File: src/rtl/hrzpt_pkg.sv
// Package for the heart-rate zone and peak tracker.
// Holds field widths, saturation limits, register indexes and the zone weight table.
// No dependencies.
package hrzpt_pkg;

	// default width of sample and peak times
	localparam int TIME_BITS_DEF = 17;

	// fixed field widths
	localparam int HR_W    = 8;
	localparam int ZONE_W  = 3;
	localparam int PEAKS_W = 16;
	localparam int COUNT_W = 17;
	localparam int SUM_W   = 25;
	localparam int LOAD_W  = 21;
	localparam int WGT_W   = 4;

	// configuration port
	localparam int CFG_IDX_W  = 3;
	localparam int CFG_DATA_W = 8;

	localparam logic [CFG_IDX_W-1:0] REG_BOUND_ZONE1 = 3'd0;
	localparam logic [CFG_IDX_W-1:0] REG_BOUND_ZONE2 = 3'd1;
	localparam logic [CFG_IDX_W-1:0] REG_BOUND_ZONE3 = 3'd2;
	localparam logic [CFG_IDX_W-1:0] REG_BOUND_ZONE4 = 3'd3;
	localparam logic [CFG_IDX_W-1:0] REG_BOUND_ZONE5 = 3'd4;
	localparam logic [CFG_IDX_W-1:0] REG_BOUND_TOP   = 3'd5;

	// bound reset values in bpm
	localparam logic [HR_W-1:0] BOUND_ZONE1_RST = 8'd95;
	localparam logic [HR_W-1:0] BOUND_ZONE2_RST = 8'd114;
	localparam logic [HR_W-1:0] BOUND_ZONE3_RST = 8'd133;
	localparam logic [HR_W-1:0] BOUND_ZONE4_RST = 8'd152;
	localparam logic [HR_W-1:0] BOUND_ZONE5_RST = 8'd171;
	localparam logic [HR_W-1:0] BOUND_TOP_RST   = 8'd190;

	// saturation limits
	localparam logic [PEAKS_W-1:0] PEAKS_MAX = 16'd65535;
	localparam logic [COUNT_W-1:0] COUNT_MAX = 17'd131071;
	localparam logic [SUM_W-1:0]   SUM_MAX   = 25'd33423105;
	localparam logic [LOAD_W-1:0]  LOAD_MAX  = 21'd1310710;

	// zone codes
	localparam logic [ZONE_W-1:0] ZONE_REST  = 3'd0;
	localparam logic [ZONE_W-1:0] ZONE_1     = 3'd1;
	localparam logic [ZONE_W-1:0] ZONE_2     = 3'd2;
	localparam logic [ZONE_W-1:0] ZONE_3     = 3'd3;
	localparam logic [ZONE_W-1:0] ZONE_4     = 3'd4;
	localparam logic [ZONE_W-1:0] ZONE_5     = 3'd5;
	localparam logic [ZONE_W-1:0] ZONE_ABOVE = 3'd6;

	// TRIMP weight in half units for each zone; above the top bound adds nothing
	function automatic logic [WGT_W-1:0] zone_weight(input logic [ZONE_W-1:0] zone);
		logic [WGT_W-1:0] w;
		unique case (zone)
			ZONE_REST: w = 4'd1;
			ZONE_1:    w = 4'd2;
			ZONE_2:    w = 4'd4;
			ZONE_3:    w = 4'd6;
			ZONE_4:    w = 4'd8;
			ZONE_5:    w = 4'd10;
			default:   w = 4'd0;
		endcase
		return w;
	endfunction

endpackage

File: src/rtl/heart_rate_zone_peak_tracker.sv
// Heart-rate zone and peak tracker, top level.
// Depends on hrzpt_pkg for widths, limits, register indexes and the weight table.
// Each accepted sample word yields exactly one result word, in order. A word
// passes the input register, then the classification, peak and statistics
// logic updates the running state and loads the result register. A new sample
// is taken every cycle while the output side takes results; the result register
// stalls only when m_tready is low. start_req clears all statistics before its
// own sample is processed. The user must write the zone bounds through the cfg
// port only while no sample is in flight; the block itself does not enforce it.
module heart_rate_zone_peak_tracker #(
	parameter int TIME_BITS = hrzpt_pkg::TIME_BITS_DEF
) (
	input  logic clk,
	input  logic arst_n,
	// configuration writes
	input  logic                                cfg_we,
	input  logic [hrzpt_pkg::CFG_IDX_W-1:0]     cfg_idx,
	input  logic [hrzpt_pkg::CFG_DATA_W-1:0]    cfg_data,
	// sample stream
	input  logic                                s_tvalid,
	output logic                                s_tready,
	// tdata from bit 0: hr, time_s, zero fill
	input  logic [((hrzpt_pkg::HR_W+TIME_BITS+7)/8)*8-1:0] s_tdata,
	// tuser: start_req
	input  logic                                s_tuser,
	// result stream
	output logic                                m_tvalid,
	input  logic                                m_tready,
	// tdata from bit 0: zone, peak_hr, peak_time, peak_count, min_hr, min_time,
	// max_hr, max_time, sample_count, hr_sum, trimp_half, zero fill
	output logic [((3*TIME_BITS+106+7)/8)*8-1:0] m_tdata,
	// tuser: peak_found
	output logic                                m_tuser
);

	localparam int HR_W    = hrzpt_pkg::HR_W;
	localparam int ZONE_W  = hrzpt_pkg::ZONE_W;
	localparam int PEAKS_W = hrzpt_pkg::PEAKS_W;
	localparam int COUNT_W = hrzpt_pkg::COUNT_W;
	localparam int SUM_W   = hrzpt_pkg::SUM_W;
	localparam int LOAD_W  = hrzpt_pkg::LOAD_W;
	localparam int OUT_BITS = ZONE_W + HR_W + TIME_BITS + PEAKS_W + HR_W + TIME_BITS
		+ HR_W + TIME_BITS + COUNT_W + SUM_W + LOAD_W;
	localparam int OUT_W = ((3*TIME_BITS+106+7)/8)*8;

	// configuration registers
	logic [HR_W-1:0] bound_zone1_q, bound_zone2_q, bound_zone3_q;
	logic [HR_W-1:0] bound_zone4_q, bound_zone5_q, bound_top_q;

	// input stage
	logic                 valid_s1;
	logic [HR_W-1:0]      hr_s1;
	logic [TIME_BITS-1:0] time_s1;
	logic                 start_s1;

	// running state
	logic [HR_W-1:0]      last_rate_q;
	logic                 record_open_q;
	logic                 cand_valid_q;
	logic [HR_W-1:0]      cand_rate_q;
	logic [TIME_BITS-1:0] cand_time_q;
	logic [PEAKS_W-1:0]   peak_total_q;
	logic [HR_W-1:0]      low_rate_q, high_rate_q;
	logic [TIME_BITS-1:0] low_time_q, high_time_q;
	logic [COUNT_W-1:0]   count_total_q;
	logic [SUM_W-1:0]     rate_total_q;
	logic [LOAD_W-1:0]    load_total_q;

	// result stage
	logic                 valid_s2;
	logic                 found_s2;
	logic [OUT_BITS-1:0]  result_s2;

	// next-state values
	logic                 cand_valid_d;
	logic [HR_W-1:0]      cand_rate_d;
	logic [TIME_BITS-1:0] cand_time_d;
	logic [PEAKS_W-1:0]   peak_total_d;
	logic [HR_W-1:0]      low_rate_d, high_rate_d;
	logic [TIME_BITS-1:0] low_time_d, high_time_d;
	logic [COUNT_W-1:0]   count_total_d;
	logic [SUM_W-1:0]     rate_total_d;
	logic [LOAD_W-1:0]    load_total_d;
	logic [ZONE_W-1:0]    zone_d;
	logic                 found_d;
	logic [HR_W-1:0]      peak_hr_d;
	logic [TIME_BITS-1:0] peak_time_d;

	logic advance;

	// move the input word forward when the result register is free or drains
	assign advance  = !valid_s2 || m_tready;
	assign s_tready = !valid_s1 || advance;
	assign m_tvalid = valid_s2;
	assign m_tuser  = found_s2;
	assign m_tdata  = OUT_W'(result_s2);

	// write the zone bounds
	always_ff @(posedge clk or negedge arst_n) begin
		if (!arst_n) begin
			bound_zone1_q <= hrzpt_pkg::BOUND_ZONE1_RST;
			bound_zone2_q <= hrzpt_pkg::BOUND_ZONE2_RST;
			bound_zone3_q <= hrzpt_pkg::BOUND_ZONE3_RST;
			bound_zone4_q <= hrzpt_pkg::BOUND_ZONE4_RST;
			bound_zone5_q <= hrzpt_pkg::BOUND_ZONE5_RST;
			bound_top_q   <= hrzpt_pkg::BOUND_TOP_RST;
		end else if (cfg_we) begin
			unique case (cfg_idx)
				hrzpt_pkg::REG_BOUND_ZONE1: bound_zone1_q <= cfg_data;
				hrzpt_pkg::REG_BOUND_ZONE2: bound_zone2_q <= cfg_data;
				hrzpt_pkg::REG_BOUND_ZONE3: bound_zone3_q <= cfg_data;
				hrzpt_pkg::REG_BOUND_ZONE4: bound_zone4_q <= cfg_data;
				hrzpt_pkg::REG_BOUND_ZONE5: bound_zone5_q <= cfg_data;
				hrzpt_pkg::REG_BOUND_TOP:   bound_top_q   <= cfg_data;
				default: ;
			endcase
		end
	end

	// input register
	always_ff @(posedge clk or negedge arst_n) begin
		if (!arst_n) begin
			valid_s1 <= 1'b0;
		end else if (s_tready) begin
			valid_s1 <= s_tvalid;
		end
	end

	always_ff @(posedge clk) begin
		if (s_tready && s_tvalid) begin
			hr_s1    <= s_tdata[HR_W-1:0];
			time_s1  <= s_tdata[HR_W +: TIME_BITS];
			start_s1 <= s_tuser;
		end
	end

	// classify the sample, track extremes and peaks, accumulate totals
	always_comb begin
		logic                 open_e;
		logic                 cv_e;
		logic [HR_W-1:0]      last_e, cr_e, low_e, high_e;
		logic [TIME_BITS-1:0] ct_e, lowt_e, hight_e;
		logic [PEAKS_W-1:0]   peaks_e;
		logic [COUNT_W-1:0]   count_e;
		logic [SUM_W-1:0]     rate_e;
		logic [LOAD_W-1:0]    load_e;
		logic [PEAKS_W:0]     peaks_sum;
		logic [COUNT_W:0]     count_sum;
		logic [SUM_W:0]       rate_sum;
		logic [LOAD_W:0]      load_sum;

		// a start request sees cleared statistics
		open_e  = start_s1 ? 1'b0 : record_open_q;
		cv_e    = start_s1 ? 1'b0 : cand_valid_q;
		last_e  = start_s1 ? '0 : last_rate_q;
		cr_e    = start_s1 ? '0 : cand_rate_q;
		ct_e    = start_s1 ? '0 : cand_time_q;
		peaks_e = start_s1 ? '0 : peak_total_q;
		low_e   = start_s1 ? '0 : low_rate_q;
		lowt_e  = start_s1 ? '0 : low_time_q;
		high_e  = start_s1 ? '0 : high_rate_q;
		hight_e = start_s1 ? '0 : high_time_q;
		count_e = start_s1 ? '0 : count_total_q;
		rate_e  = start_s1 ? '0 : rate_total_q;
		load_e  = start_s1 ? '0 : load_total_q;

		// zone by the compare chain, in order
		priority if (hr_s1 < bound_zone1_q) zone_d = hrzpt_pkg::ZONE_REST;
		else if (hr_s1 < bound_zone2_q)     zone_d = hrzpt_pkg::ZONE_1;
		else if (hr_s1 < bound_zone3_q)     zone_d = hrzpt_pkg::ZONE_2;
		else if (hr_s1 < bound_zone4_q)     zone_d = hrzpt_pkg::ZONE_3;
		else if (hr_s1 < bound_zone5_q)     zone_d = hrzpt_pkg::ZONE_4;
		else if (hr_s1 <= bound_top_q)      zone_d = hrzpt_pkg::ZONE_5;
		else                                zone_d = hrzpt_pkg::ZONE_ABOVE;

		// minimum and maximum, first occurrence wins
		low_rate_d  = low_e;
		low_time_d  = lowt_e;
		high_rate_d = high_e;
		high_time_d = hight_e;
		if (!open_e || hr_s1 < low_e) begin
			low_rate_d = hr_s1;
			low_time_d = time_s1;
		end
		if (!open_e || hr_s1 > high_e) begin
			high_rate_d = hr_s1;
			high_time_d = time_s1;
		end

		// confirm or drop the candidate
		found_d      = 1'b0;
		cand_valid_d = cv_e;
		cand_rate_d  = cr_e;
		cand_time_d  = ct_e;
		peak_total_d = peaks_e;
		peaks_sum    = {1'b0, peaks_e} + (PEAKS_W+1)'(1);
		if (cv_e) begin
			if (hr_s1 < cr_e) begin
				found_d      = 1'b1;
				cand_valid_d = 1'b0;
				peak_total_d = (peaks_sum > {1'b0, hrzpt_pkg::PEAKS_MAX})
					? hrzpt_pkg::PEAKS_MAX : peaks_sum[PEAKS_W-1:0];
			end else if (hr_s1 > cr_e) begin
				cand_valid_d = 1'b0;
			end
		end
		peak_hr_d   = found_d ? cr_e : '0;
		peak_time_d = found_d ? ct_e : '0;

		// start a new candidate on a rise at or above the first bound
		if (!cand_valid_d && open_e && hr_s1 > last_e && hr_s1 >= bound_zone1_q) begin
			cand_valid_d = 1'b1;
			cand_rate_d  = hr_s1;
			cand_time_d  = time_s1;
		end

		// saturating totals
		count_sum = {1'b0, count_e} + (COUNT_W+1)'(1);
		count_total_d = (count_sum > {1'b0, hrzpt_pkg::COUNT_MAX})
			? hrzpt_pkg::COUNT_MAX : count_sum[COUNT_W-1:0];
		rate_sum = {1'b0, rate_e} + (SUM_W+1)'(hr_s1);
		rate_total_d = (rate_sum > {1'b0, hrzpt_pkg::SUM_MAX})
			? hrzpt_pkg::SUM_MAX : rate_sum[SUM_W-1:0];
		load_sum = {1'b0, load_e} + (LOAD_W+1)'(hrzpt_pkg::zone_weight(zone_d));
		load_total_d = (load_sum > {1'b0, hrzpt_pkg::LOAD_MAX})
			? hrzpt_pkg::LOAD_MAX : load_sum[LOAD_W-1:0];
	end

	// update running state as the word enters the result register
	always_ff @(posedge clk or negedge arst_n) begin
		if (!arst_n) begin
			last_rate_q   <= '0;
			record_open_q <= 1'b0;
			cand_valid_q  <= 1'b0;
			cand_rate_q   <= '0;
			cand_time_q   <= '0;
			peak_total_q  <= '0;
			low_rate_q    <= '0;
			low_time_q    <= '0;
			high_rate_q   <= '0;
			high_time_q   <= '0;
			count_total_q <= '0;
			rate_total_q  <= '0;
			load_total_q  <= '0;
		end else if (valid_s1 && advance) begin
			last_rate_q   <= hr_s1;
			record_open_q <= 1'b1;
			cand_valid_q  <= cand_valid_d;
			cand_rate_q   <= cand_rate_d;
			cand_time_q   <= cand_time_d;
			peak_total_q  <= peak_total_d;
			low_rate_q    <= low_rate_d;
			low_time_q    <= low_time_d;
			high_rate_q   <= high_rate_d;
			high_time_q   <= high_time_d;
			count_total_q <= count_total_d;
			rate_total_q  <= rate_total_d;
			load_total_q  <= load_total_d;
		end
	end

	// result register, held while the output side stalls
	always_ff @(posedge clk or negedge arst_n) begin
		if (!arst_n) begin
			valid_s2 <= 1'b0;
		end else if (advance) begin
			valid_s2 <= valid_s1;
		end
	end

	always_ff @(posedge clk) begin
		if (advance && valid_s1) begin
			found_s2  <= found_d;
			result_s2 <= {load_total_d, rate_total_d, count_total_d,
				high_time_d, high_rate_d, low_time_d, low_rate_d,
				peak_total_d, peak_time_d, peak_hr_d, zone_d};
		end
	end

endmodule

File: config.mk
export PLATFORM = sky130hd
export DESIGN_NAME = heart_rate_zone_peak_tracker
export DESIGN_NICKNAME = d
export VERILOG_FILES = /design/src/rtl/hrzpt_pkg.sv /design/src/rtl/heart_rate_zone_peak_tracker.sv
export SDC_FILE = /design/constraint.sdc
export NUM_CORES = 1
export LEC_CHECK = 0
export BUFFER_PORTS_ARGS = -buffer_cell sky130_fd_sc_hd__buf_2
export CORE_MARGIN = 1
export CORE_UTILIZATION = 30
export DETAILED_ROUTE_END_ITERATION = 10
export HOLD_SLACK_MARGIN = 0.15
export SLEW_MARGIN = 30
export SYNTH_ARGS = -nofsm -noshare
export SYNTH_HDL_FRONTEND = slang
export SYNTH_SLANG_ARGS = --single-unit
File: constraint.sdc
create_clock -name clk -period 17.2 [get_ports clk]
set_input_delay 3.44 -clock clk [delete_from_list [all_inputs] [get_ports clk]]
set_output_delay 3.44 -clock clk [all_outputs]
set_load 0.05 [all_outputs]
==> out/qor.csv, run 1 <==
metric;value;unit
status;complete, no violations;
Least-Margin Pin Slew;0.9745;ns
post-synthesis instance area;19650;um2
clk slew on worst S/H paths;0.06;ns
vias per cell;4.915;
residual DRC count;0;
DR WL/cell;17.54;um
first-pass GRT wire length;79290;um
sequential fraction of the synthesis area;55.55;%
power per cell area;127.8;nW/um2
post_cts resized;0;
Initial Utilization;30.42;%
layout cell share with drive strength beyond 1;23.26;%
NumNets Final;2102;
First DRT Iteration DRCs;878;
final worst slack;9.812;ns
Critical Path AT;3.95;ns
via count;14010;
CTS HTree Levels;2;
dpl ws;9.818;ns
# IOs;212;
Mean Syn Cell Area;11.12;um2
static leakage;0.009743;uW
remaining antenna violation count;0;
Max Cap Violations;0;
startpoint types;primary input;
pin count of the biggest net entering global routing;131;
Tot Pwr;2965;uW
overall routing resource usage;14.99;%
number of synthesized register bits;398;
fmax;135.4;MHz
Final Hold Viols;0;
area delta synth->final;18.06;%
Worst VDD drop;0.00007635;V
post-synthesis cell type count;83;
Die ar.;66520;um2
most frequent cells in the layout;nand2_1, buf_2, dfrtp_1;
Syn Inst Count;1767;
CTS buffer count;44;
DP Wirelength;32750;um
final period utilization;42.95;%
CP required;13.76;ns
Max Fanout on Critical Path;3;
RSZ-0062 raised after global routing;no;
CP Class;in -> out;
global route overflow;0;
# fillers;6408;
Vert. Die Dim;257.9;um
ys async rst share;53.77;%
number of flops mapped to enable cells by yosys;184;
row cnt;93;
YS warnings;0;
CTS tree;done;
DRT Wirelength;50010;um
Main synth FF type;dfrtp_1;
Finish-stage setup viols;0;
critical path endpoint category;output port;
Setup Buffers After CTS;0;
Port Buffers;201;
min Tclk post-route;7.388;ns
register area;10910;um2
# hold bufs at CTS;0;
CTS Sinks;398;
Rel. slew slack;35.03;%
Worst Clk Skew;0.03475;ns
commonest non-fill, non-tap cell in the layout;nand2_1;
CTS max path bufs;3;
area of the core;64580;um2
multi-input combinational cell area;8154;um2
Fin Setup TNS;0;ns
final number of max-transition violations;0;
Root Driver;clkbuf_16;
vias in the first global route;13830;
router iterations before antenna repair;7;
RePlAce Congestion;0.8582;
clock latency on the worst-skew pair;0.59;ns
Hold Crit Class;reg -> reg;
antenna violations before repair;1;
Die Wd;257.9;um
## through the flow
stage | area (um2) | hold WS (ns) | instances | utilization (%)
after floorplan | 19660 | 0.4350 | 1769 | -
after global placement | 21620 | 0.4512 | 2766 | 33.48
after detailed placement | 21660 | 0.4566 | 2767 | 33.54
after CTS | 23160 | 0.4713 | 2848 | 35.86
after global routing | 23200 | 0.4991 | 2851 | 35.92
final | 23200 | 0.4680 | 2851 | 35.92
## cell families (layout without fill, tap and decap cells)
group | after synthesis | count (layout) | share of synthesized area (%)
compound gates | 292 | 292 | 9.871
buf+inv | 163 | 389 | 3.299
flops | 398 | 398 | 55.55
xor+xnor | 57 | 57 | 2.541
fa+ha+maj | 93 | 93 | 5.999
simple gates | 640 | 640 | 15.75
mux | 123 | 123 | 6.973
other cells | 1 | 4 | 0.01909
## flip-flops by register name, summed over array words and instances, names as in the netlist, 8 cells and up
| register | cells |
|---|---|
| bound_zone2_q | 8 |
| rate_total_q | 25 |
| last_rate_q | 8 |
| bound_zone3_q | 8 |
| bound_zone5_q | 8 |
| low_rate_q | 8 |
| count_total_q | 17 |
| time_s1 | 17 |
| cand_time_q | 17 |
| high_rate_q | 8 |
| bound_top_q | 8 |
| bound_zone1_q | 8 |
| result_s2 | 157 |
| hr_s1 | 8 |
| low_time_q | 17 |
| load_total_q | 21 |
| cand_rate_q | 8 |
| high_time_q | 17 |
| peak_total_q | 16 |
| bound_zone4_q | 8 |
## where the power goes
group          internal (uW)  switching, uW  total [uW]
Combinational            246            471         718
Clock                    568            408         976
Sequential              1180           88.7        1270
Total                   2000            968        2970
## cell type report
cell class | instances | area share [%]
antenna | 1 | 0.01079
inverter | 83 | 1.375
clock inverter | 24 | 1.370
tap | 855 | 4.612
timing repair buffer | 225 | 5.340
clock buffer | 57 | 5.087
multi-input combinational | 1208 | 35.15
sequential | 398 | 47.05
## final timing paths
path                                        startpoint                            to  slack, ns  cells after the start
max reg2reg                         hr_s1[0]$_DFFE_PP_   load_total_q[8]$_DFFE_PN0P_      10.51                     22
min reg2reg                rate_total_q[5]$_DFFE_PN0P_   rate_total_q[5]$_DFFE_PN0P_       0.47                      2
max                                           m_tready                      s_tready       9.81                      3
min                        rate_total_q[5]$_DFFE_PN0P_   rate_total_q[5]$_DFFE_PN0P_       0.47                      2
max in group asynchronous                       arst_n    high_time_q[9]$_DFFE_PN0P_      12.97                      2
min in group asynchronous                       arst_n  rate_total_q[20]$_DFFE_PN0P_       2.87                      1
## Yosys cell counts, drive strengths merged, types with 23 or more instances
library cell	count	area [um2]
ha	91	1139
nand3	44	220.2
a21oi	57	296.5
nor2	149	559.3
and2	39	246.5
mux2	111	1250
dfrtp	187	4679
a21o	23	172.7
xnor2	38	332.8
inv	82	307.8
nand4	27	175.2
nand2	230	863.3
a31oi	25	186.4
nor2b	45	281.5
clkbuf	53	198.9
dfstp	27	709.4
nor3	26	140.1
edfxtp	184	5525
buf	27	137.6
o21ai	89	445.4
## layer usage
metal	GRT usage (%)	vias up	wire length (um)
li1	-	6660	-
met1	21.05	6919	23630
met2	24.04	357	23200
met3	2.258	76	2205
met4	4.011	0	978
met5	0	-	0
## worst max-delay path: stages
cell	delay, ns
buf_2	0.10
nand3b_1	0.17
buf_2	0.23
(Power assumes the default switching activity.)
==> run 2, diff against run 1 <==
==> constraint.sdc (replaced) <==
create_clock -name clk -period 7 [get_ports clk]
set_input_delay 1.4 -clock clk [delete_from_list [all_inputs] [get_ports clk]]
set_output_delay 1.4 -clock clk [all_outputs]
set_load 0.05 [all_outputs]
==> out/qor.csv, run 2 (same netlist as run 1, synthesis figures left out) <==
metric;value;unit
Tot Pwr;7513;uW
First DRT Iteration DRCs;827;
clk slew on worst S/H paths;0.06;ns
Largest stage delay, worst path;0.60;ns
CTS HTree Levels;2;
Hold Crit Class;reg -> reg;
final period utilization;80.72;%
fmax;177.0;MHz
row cnt;93;
vias per cell;4.891;
global route overflow;0;
DR WL/cell;17.63;um
RSZ-0062 raised after global routing;no;
Setup Buffers After CTS;0;
Port Buffers;201;
CTS tree;done;
Vert. Die Dim;257.9;um
post_cts resized;0;
first-pass GRT wire length;79700;um
Die Wd;257.9;um
Power Internal;5087;uW
# IOs;212;
antenna violations before repair;1;
Clk pwr share;34.9;%
layout cell share with drive strength beyond 1;23.76;%
Max Fanout on Critical Path;12;
final number of max-transition violations;0;
Final Hold Viols;0;
CP required;7.48;ns
Root Driver;clkbuf_16;
slowest CP cell;edfxtp_1;
critical path endpoint category;flop;
CTS max path bufs;3;
Fin Setup TNS;0;ns
DP Wirelength;33290;um
CTS Sinks;398;
switching share of power;32.29;%
DRT Wirelength;50350;um
residual DRC count;0;
startpoint types;flop;
Initial Utilization;30.42;%
Comb pwr share;23.3;%
Max Cap Violations;0;
Worst VDD drop;0.0002458;V
power per cell area;321.3;nW/um2
Worst path top cell family by delay;compound AO/OA/AOI/OAI gates;
largest registers;result_s2 (157), rate_total_q (25), load_total_q (21);
Critical Path AT;6.13;ns
commonest non-fill, non-tap cell in the layout;nand2_1;
max reg flops;157;
register share of total power;41.9;%
Top reg by flops;result_s2;
Finish-stage setup viols;0;
status;complete, no violations;
area delta synth->final;19.01;%
crit path cell chain;buf_4 -> ha_1 -> nor2b_1 -> o21ai_0 -> nand2b_1 -> a21oi_1 -> o21ai_0 -> inv_1 -> a311oi_1 -> ha_1 -> a211oi_1 -> o21bai_1 -> nor4b_2 -> o41ai_1 -> a21boi_1 -> buf_4 -> or2_1 -> o21a_1 -> nand2b_1 -> and2_1;
pin count of the biggest net entering global routing;185;
NumNets Final;2103;
most frequent cells in the layout;nand2_1, buf_2, dfrtp_1;
min Tclk post-route;5.651;ns
Fin Hold WS;0.4669;ns
overall routing resource usage;15.10;%
Least-Margin Pin Slew;0.9382;ns
worst path bufs/invs;3;
static leakage;0.009827;uW
via count;13970;
CTS buffer count;47;
Die ar.;66520;um2
clock latency on the worst-skew pair;0.59;ns
register area;10910;um2
Rel. slew slack;37.33;%
# hold bufs at CTS;0;
router iterations before antenna repair;5;
# fillers;6386;
area of the core;64580;um2
vias in the first global route;13910;
remaining antenna violation count;0;
Worst Clk Skew;0.02963;ns
multi-input combinational cell area;8163;um2
Finished Layout Cells;2855;
RePlAce Congestion;0.8409;
P_sw;2426;uW
Placed Cells incl. Taps;2765;
CP Class;reg -> reg;
## run 2: changes by cell type in the layout (fill, tap and decap cells not counted), moves of 2 or more
| cell | previous run | this run |
|---|---|---|
| buf_4 | 19 | 16 |
| clkinvlp_4 | 2 | 5 |
| clkbuf_16 | 44 | 47 |
| clkinv_2 | 5 | 9 |
| bufinv_16 | 5 | 8 |
| clkbuf_1 | 10 | 6 |
| clkinv_1 | 4 | 1 |
| inv_6 | 0 | 2 |
## run 2: per-stage QoR
stage / instance area, um2 / utilization [%] / setup WS, ns
2_1_floorplan: 19660 / - / 0.05250
5_1_grt: 23380 / 36.21 / 0.8439
3_3_place_gp: 21620 / 33.48 / 1.342
3_5_place_dp: 21650 / 33.53 / 1.312
6_report: 23380 / 36.21 / 1.349
4_1_cts: 23320 / 36.11 / 1.296
## run 2: area by class of cell
cell class	instances	area share, %
diodes	1	0.01070
well taps	855	4.575
clock buffers	56	5.303
flip-flops and latches	398	46.68
clock inverters	31	1.819
repair buffers	223	5.340
inverters	83	1.365
multi-input cells	1208	34.91
## run 2: path summary, 6_finish.rpt
path	cells past startpoint	start	endpoint	slack (ns)
worst max-delay path	20	hr_s1[1]$_DFFE_PP_	load_total_q[3]$_DFFE_PN0P_	1.35
worst min register to register	2	rate_total_q[4]$_DFFE_PN0P_	rate_total_q[4]$_DFFE_PN0P_	0.47
worst min-delay path	2	rate_total_q[4]$_DFFE_PN0P_	rate_total_q[4]$_DFFE_PN0P_	0.47
worst max register to register	20	hr_s1[1]$_DFFE_PP_	load_total_q[3]$_DFFE_PN0P_	1.35
min in group asynchronous	1	arst_n	load_total_q[16]$_DFFE_PN0P_	0.66
max in group asynchronous	3	arst_n	load_total_q[6]$_DFFE_PN0P_	4.93
## run 2: per-layer routing
layer	GRT usage [%]	vias to the layer above	share of wire (%)
li1	-	6659	-
met1	21.05	6907	46
met2	23.85	325	46
met3	2.611	74	5.1
met4	4.684	0	2.4
met5	0	-	0
## run 2: power by group through the flow
stage	Combinational (uW)	Sequential, uW	Clock [uW]
final	1750	3150	2620
after global routing	1920	3200	2790
after CTS	1760	3150	2700
after detailed placement	1750	3190	0
after global placement	1710	3180	0
after floorplan	946	3510	0
## run 2: worst min-delay path, delay by kind of cell, from the launching register on
kind | cells | cell delay, ns
AND/OR/NAND/NOR | 1 | 0.05
flip-flops | 1 | 0.33
AO/OA/AOI/OAI | 1 | 0.05
